`config.mk`:
```
export PLATFORM = sky130hd
export DESIGN_NAME = gfba_ctrl
export DESIGN_NICKNAME = d
export VERILOG_FILES = /design/src/rtl/core/gfba_pkg.sv /design/src/rtl/core/gfba_ctrl.sv
export SDC_FILE = /design/constraint.sdc
export NUM_CORES = 1
export LEC_CHECK = 0
export ABC_AREA = 1
export BUFFER_PORTS_ARGS = -buffer_cell sky130_fd_sc_hd__clkbuf_2
export CAP_MARGIN = 20
export CORE_AREA = 2 2 39 41
export CTS_CLUSTER_SIZE = 14
export DETAILED_ROUTE_END_ITERATION = 12
export DIE_AREA = 0 0 41 43
export PLACE_DENSITY = 0.32
export SLEW_MARGIN = 20
export SYNTH_ARGS = -nofsm -noshare
export SYNTH_HDL_FRONTEND = slang
export SYNTH_SLANG_ARGS = --single-unit
```
`constraint.sdc`:
```
create_clock -name i_clk -period 0.85 [get_ports i_clk]
set_input_delay 0.0425 -clock i_clk [delete_from_list [all_inputs] [get_ports i_clk]]
set_output_delay 0.0425 -clock i_clk [all_outputs]
set_load 0.05 [all_outputs]
```
`src/rtl/core/gfba_pkg.sv`:
```
`default_nettype none
// ----------------------------------------------------------------------------
// gfba_pkg: shared types and constants of the grouped free block allocator
// Sizes of the free list, controller states, and the command and status
// bundles that pass between the controller and the datapath.
// ----------------------------------------------------------------------------
package gfba_pkg;

    // Geometry of the free list
    localparam int GROUP_SIZE = 32;
    localparam int MAX_GROUPS = 64;
    localparam int BLOCK_W    = 16;

    // One group slot for the live top stack plus one per spilled group
    localparam int MEM_DEPTH  = (MAX_GROUPS + 1) * GROUP_SIZE;
    localparam int ADDR_W     = $clog2(MEM_DEPTH);
    localparam int TC_W       = $clog2(GROUP_SIZE + 1);
    localparam int GD_W       = $clog2(MAX_GROUPS + 1);

    // Controller states
    typedef enum logic {
        S_IDLE,
        S_POP
    } t_state;

    // Commands from controller to datapath
    typedef struct packed {
        logic push;        // free into a top stack with room
        logic spill;       // free into a full top stack: open a new group
        logic refuse;      // free refused, spill store full
        logic empty;       // allocate on an empty top stack
        logic pop_rd;      // allocate: step the count down, read the entry
        logic pop_zero;    // popped entry is block zero
        logic pop_refill;  // popped the last entry, reload a spilled group
        logic pop_plain;   // ordinary pop
    } t_dp_cmd;

    // Status from datapath to controller
    typedef struct packed {
        logic tc_zero;
        logic tc_full;
        logic gd_zero;
        logic gd_full;
        logic rd_zero;
    } t_dp_sts;

endpackage
`default_nettype wire

```
`src/rtl/core/gfba_ctrl.sv`:
```
`default_nettype none
// ----------------------------------------------------------------------------
// gfba_ctrl: allocator controller
// Accepts a request, decides the kind of transfer from datapath status and
// sequences the memory read of an allocate.
// ----------------------------------------------------------------------------
module gfba_ctrl (
    input  wire                i_clk,
    input  wire                i_rst_n,
    input  wire                i_start,
    input  wire                i_mode,
    input  gfba_pkg::t_dp_sts  i_sts,
    output logic               o_busy,
    output gfba_pkg::t_dp_cmd  o_cmd
);
    import gfba_pkg::*;

    t_state r_state, n_state;

    // State register
    always_ff @(posedge i_clk) begin
        if (!i_rst_n) begin
            r_state <= S_IDLE;
        end else begin
            r_state <= n_state;
        end
    end

    // Next state and commands
    always_comb begin
        n_state = r_state;
        o_cmd   = '0;
        o_busy  = 1'b0;
        case (r_state)
            S_IDLE: begin
                if (i_start) begin
                    if (i_mode) begin
                        if (!i_sts.tc_full) begin
                            o_cmd.push = 1'b1;
                        end else if (i_sts.gd_full) begin
                            o_cmd.refuse = 1'b1;
                        end else begin
                            o_cmd.spill = 1'b1;
                        end
                    end else if (i_sts.tc_zero) begin
                        o_cmd.empty = 1'b1;
                    end else begin
                        o_cmd.pop_rd = 1'b1;
                        n_state      = S_POP;
                    end
                end
            end
            S_POP: begin
                o_busy = 1'b1;
                if (i_sts.rd_zero) begin
                    o_cmd.pop_zero = 1'b1;
                end else if (i_sts.tc_zero && !i_sts.gd_zero) begin
                    o_cmd.pop_refill = 1'b1;
                end else begin
                    o_cmd.pop_plain = 1'b1;
                end
                n_state = S_IDLE;
            end
            default: begin
                n_state = S_IDLE;
            end
        endcase
    end

endmodule
`default_nettype wire

```
==> summary.md <==
| Metric | Value |
|---|---|
| Status | `complete, no violations` |
| Clock transition at the registers of the reported paths | `0 ps` |
| Post-Syn Instances | `25` |
| Max-slew violation count | `0` |
| HPWL Detailed | `414 um` |
| # nets final | `54` |
| Drt initial violations | `2` |
| Core footprint | `1380 um^2` |
| Routed WL per cell | `7.29 um` |
| Warnings, synthesis | `0` |
| Vias | `208` |
| Hold crit path type | `input port to register` |
| Post-Syn Area | `119 um^2` |
| CP Capture Type | `primary output` |
| Net count after synthesis | `34` |
| Final Non-Filler Cells | `59` |
| I/O pins | `18` |
| Worst slew margin | `81.2%` |
| Netlist cell types | `6` |
| Initial Utilization | `8.59%` |
| Worst Max-Slew Pin Slew | `283 ps` |
| Layout cells sized above 1 | `74.4%` |
| GP Congestion | `0.575` |
| Final hold viol count | `0` |
| Die H | `43 um` |
| Regs by FF count | `r_state (1)` |
| Vias in the first global route | `173` |
| Die Area | `1760 um^2` |
| GRT Util Overall | `4.90%` |
| Avg Cell Area, Syn | `4.75 um^2` |
| Highest Clock Rate | `1220 MHz` |
| CP max stage cell | `dfxtp_4` |
| Post-layout util | `25.2%` |
| Pre-Repair DR Iteration Count | `4` |
| Pwr dens | `540 nW/um^2` |
| Crit Path Category | `register to primary output` |
| Total gr overflow | `0` |
| Setup-failing EPs final | `0` |
| Global-route wire length before repair | `641 um` |
| Dpl cells | `59` |
| Number of flip-flops in the largest register | `1` |
| CP max FO | `6` |
| N_diodes | `0` |
| Final worst-path cycle share | `96.6%` |
| Post-layout instance area | `349 um^2` |
| Worst Skew | `0 ps` |
| Placed cell area | `322 um^2` |
| Antenna violations before repair | `0` |
| Tmin final | `821 ps` |
| Remaining DRCs | `0` |
| Leak Pwr | `0.173 nW` |
| # fillers | `166` |
| WP data arrival | `780 ps` |
| Largest net degree at the start of global routing | `7` |
| Worst skew pair latency | `0 ps` |
| Synthesis-to-layout area growth | `194%` |
| RSZ-0062 raised after global routing | `no` |
| Vias per cell | `3.53` |
| Biggest register | `r_state` |
| FP Rows | `14` |
| Setup crit start kind | `register` |
| CP cell instances | `nand2_4 > nor2b_4 > clkbuf_4` |
| Die Width | `41 um` |
| Max cap viols | `0` |
| Post-synthesis sequential area ratio | `16.8%` |
| Setup Total Neg Slack | `0 ps` |
| DRT antenna net count | `0` |
| VDD IR-drop max | `0.164 mV` |
| Port bufs | `17` |
| Critical Path RT | `810 ps` |
| DRT Wirelength | `430 um` |
| Largest stage delay, worst path | `380 ps` |
| Yosys reg bits | `1` |
==> kinds of logic after synthesis <==
logic type / after synthesis / synth area share [%]
flip-flops: 1 / 16.8
AND/OR/NAND/NOR: 18 / 64.2
buffers and inverters: 6 / 18.9
==> synth_stat cells <==
cell type / count / area [um^2]
nor2_1: 8 / 30.0
nand3_1: 5 / 25.0
nor2b_1: 1 / 6.26
dfxtp_1: 1 / 20.0
inv_1: 6 / 22.5
nand2_1: 4 / 15.0
==> routing by layer <==
| layer | vias to the layer above | share of wire (%) | GRT usage, % |
|---|---|---|---|
| met5 | - | 0 | 0 |
| met4 | 0 | 0 | 0 |
| met3 | 0 | 18 | 0.524 |
| met2 | 15 | 43 | 8.13 |
| met1 | 81 | 39 | 7.01 |
| li1 | 112 | - | - |
==> where the power goes <==
group,switching (mW),leakage [nW],internal (mW)
clock network,0,0,0
registers,0.00346,0.00889,0.0470
logic,0.0865,0.164,0.0513
total,0.0900,0.173,0.0984
==> layout by cell type (no fill, tap or decap) <==
cell	Yosys	final
clkbuf_2	0	11
inv_1	6	4
nor2_4	0	4
nand2_1	4	3
nand3_2	0	3
clkbuf_4	0	3
nor2_1	8	2
nand3_1	5	2
nor2_2	0	2
buf_8	0	2
nand2_4	0	1
nor2b_4	0	1
inv_4	0	1
clkinvlp_4	0	1
buf_12	0	1
buf_4	0	1
dfxtp_4	0	1
==> worst paths after layout <==
check                                end  slack, ps  depth (start not counted)     from
worst max-delay path            o_cmd[1]         30                          3  r_state
worst min-delay path             r_state        260                          3  i_rst_n
worst max register to register   r_state        200                          3  r_state
worst min register to register   r_state        570                          3  r_state
==> metrics by stage <==
step | hold WS [ps] | worst slack (ps) | power, mW
2_1_floorplan | 138 | -63.6 | 0.133
3_3_place_gp | 273 | -93.7 | 0.183
3_5_place_dp | 261 | -96.0 | 0.182
4_1_cts | 266 | -4.01 | 0.189
5_1_grt | 300 | 1.73 | 0.201
6_report | 259 | 29.0 | 0.188
==> cell type report <==
type | count | area [um^2] | area share [%]
inverter | 6 | 28.8 | 8.24
sequential | 1 | 23.8 | 6.81
tap | 16 | 20.0 | 5.73
multi-input combinational | 18 | 141 | 40.5
timing repair buffer | 18 | 135 | 38.7
==> timing repair <==
action	4_1_cts	5_1_grt
hold buffers	0	0
endpoints found under the setup margin	5	3
gates resized for setup	7	2
buffers inserted	0	0
pin swaps	0	3
==> critical path, delay by kind of cell (launching register included) <==
family	cells	cell delay [ps]
flops	1	380
simple gates	2	180
buf+inv	1	220
(Power assumes the default switching activity.)
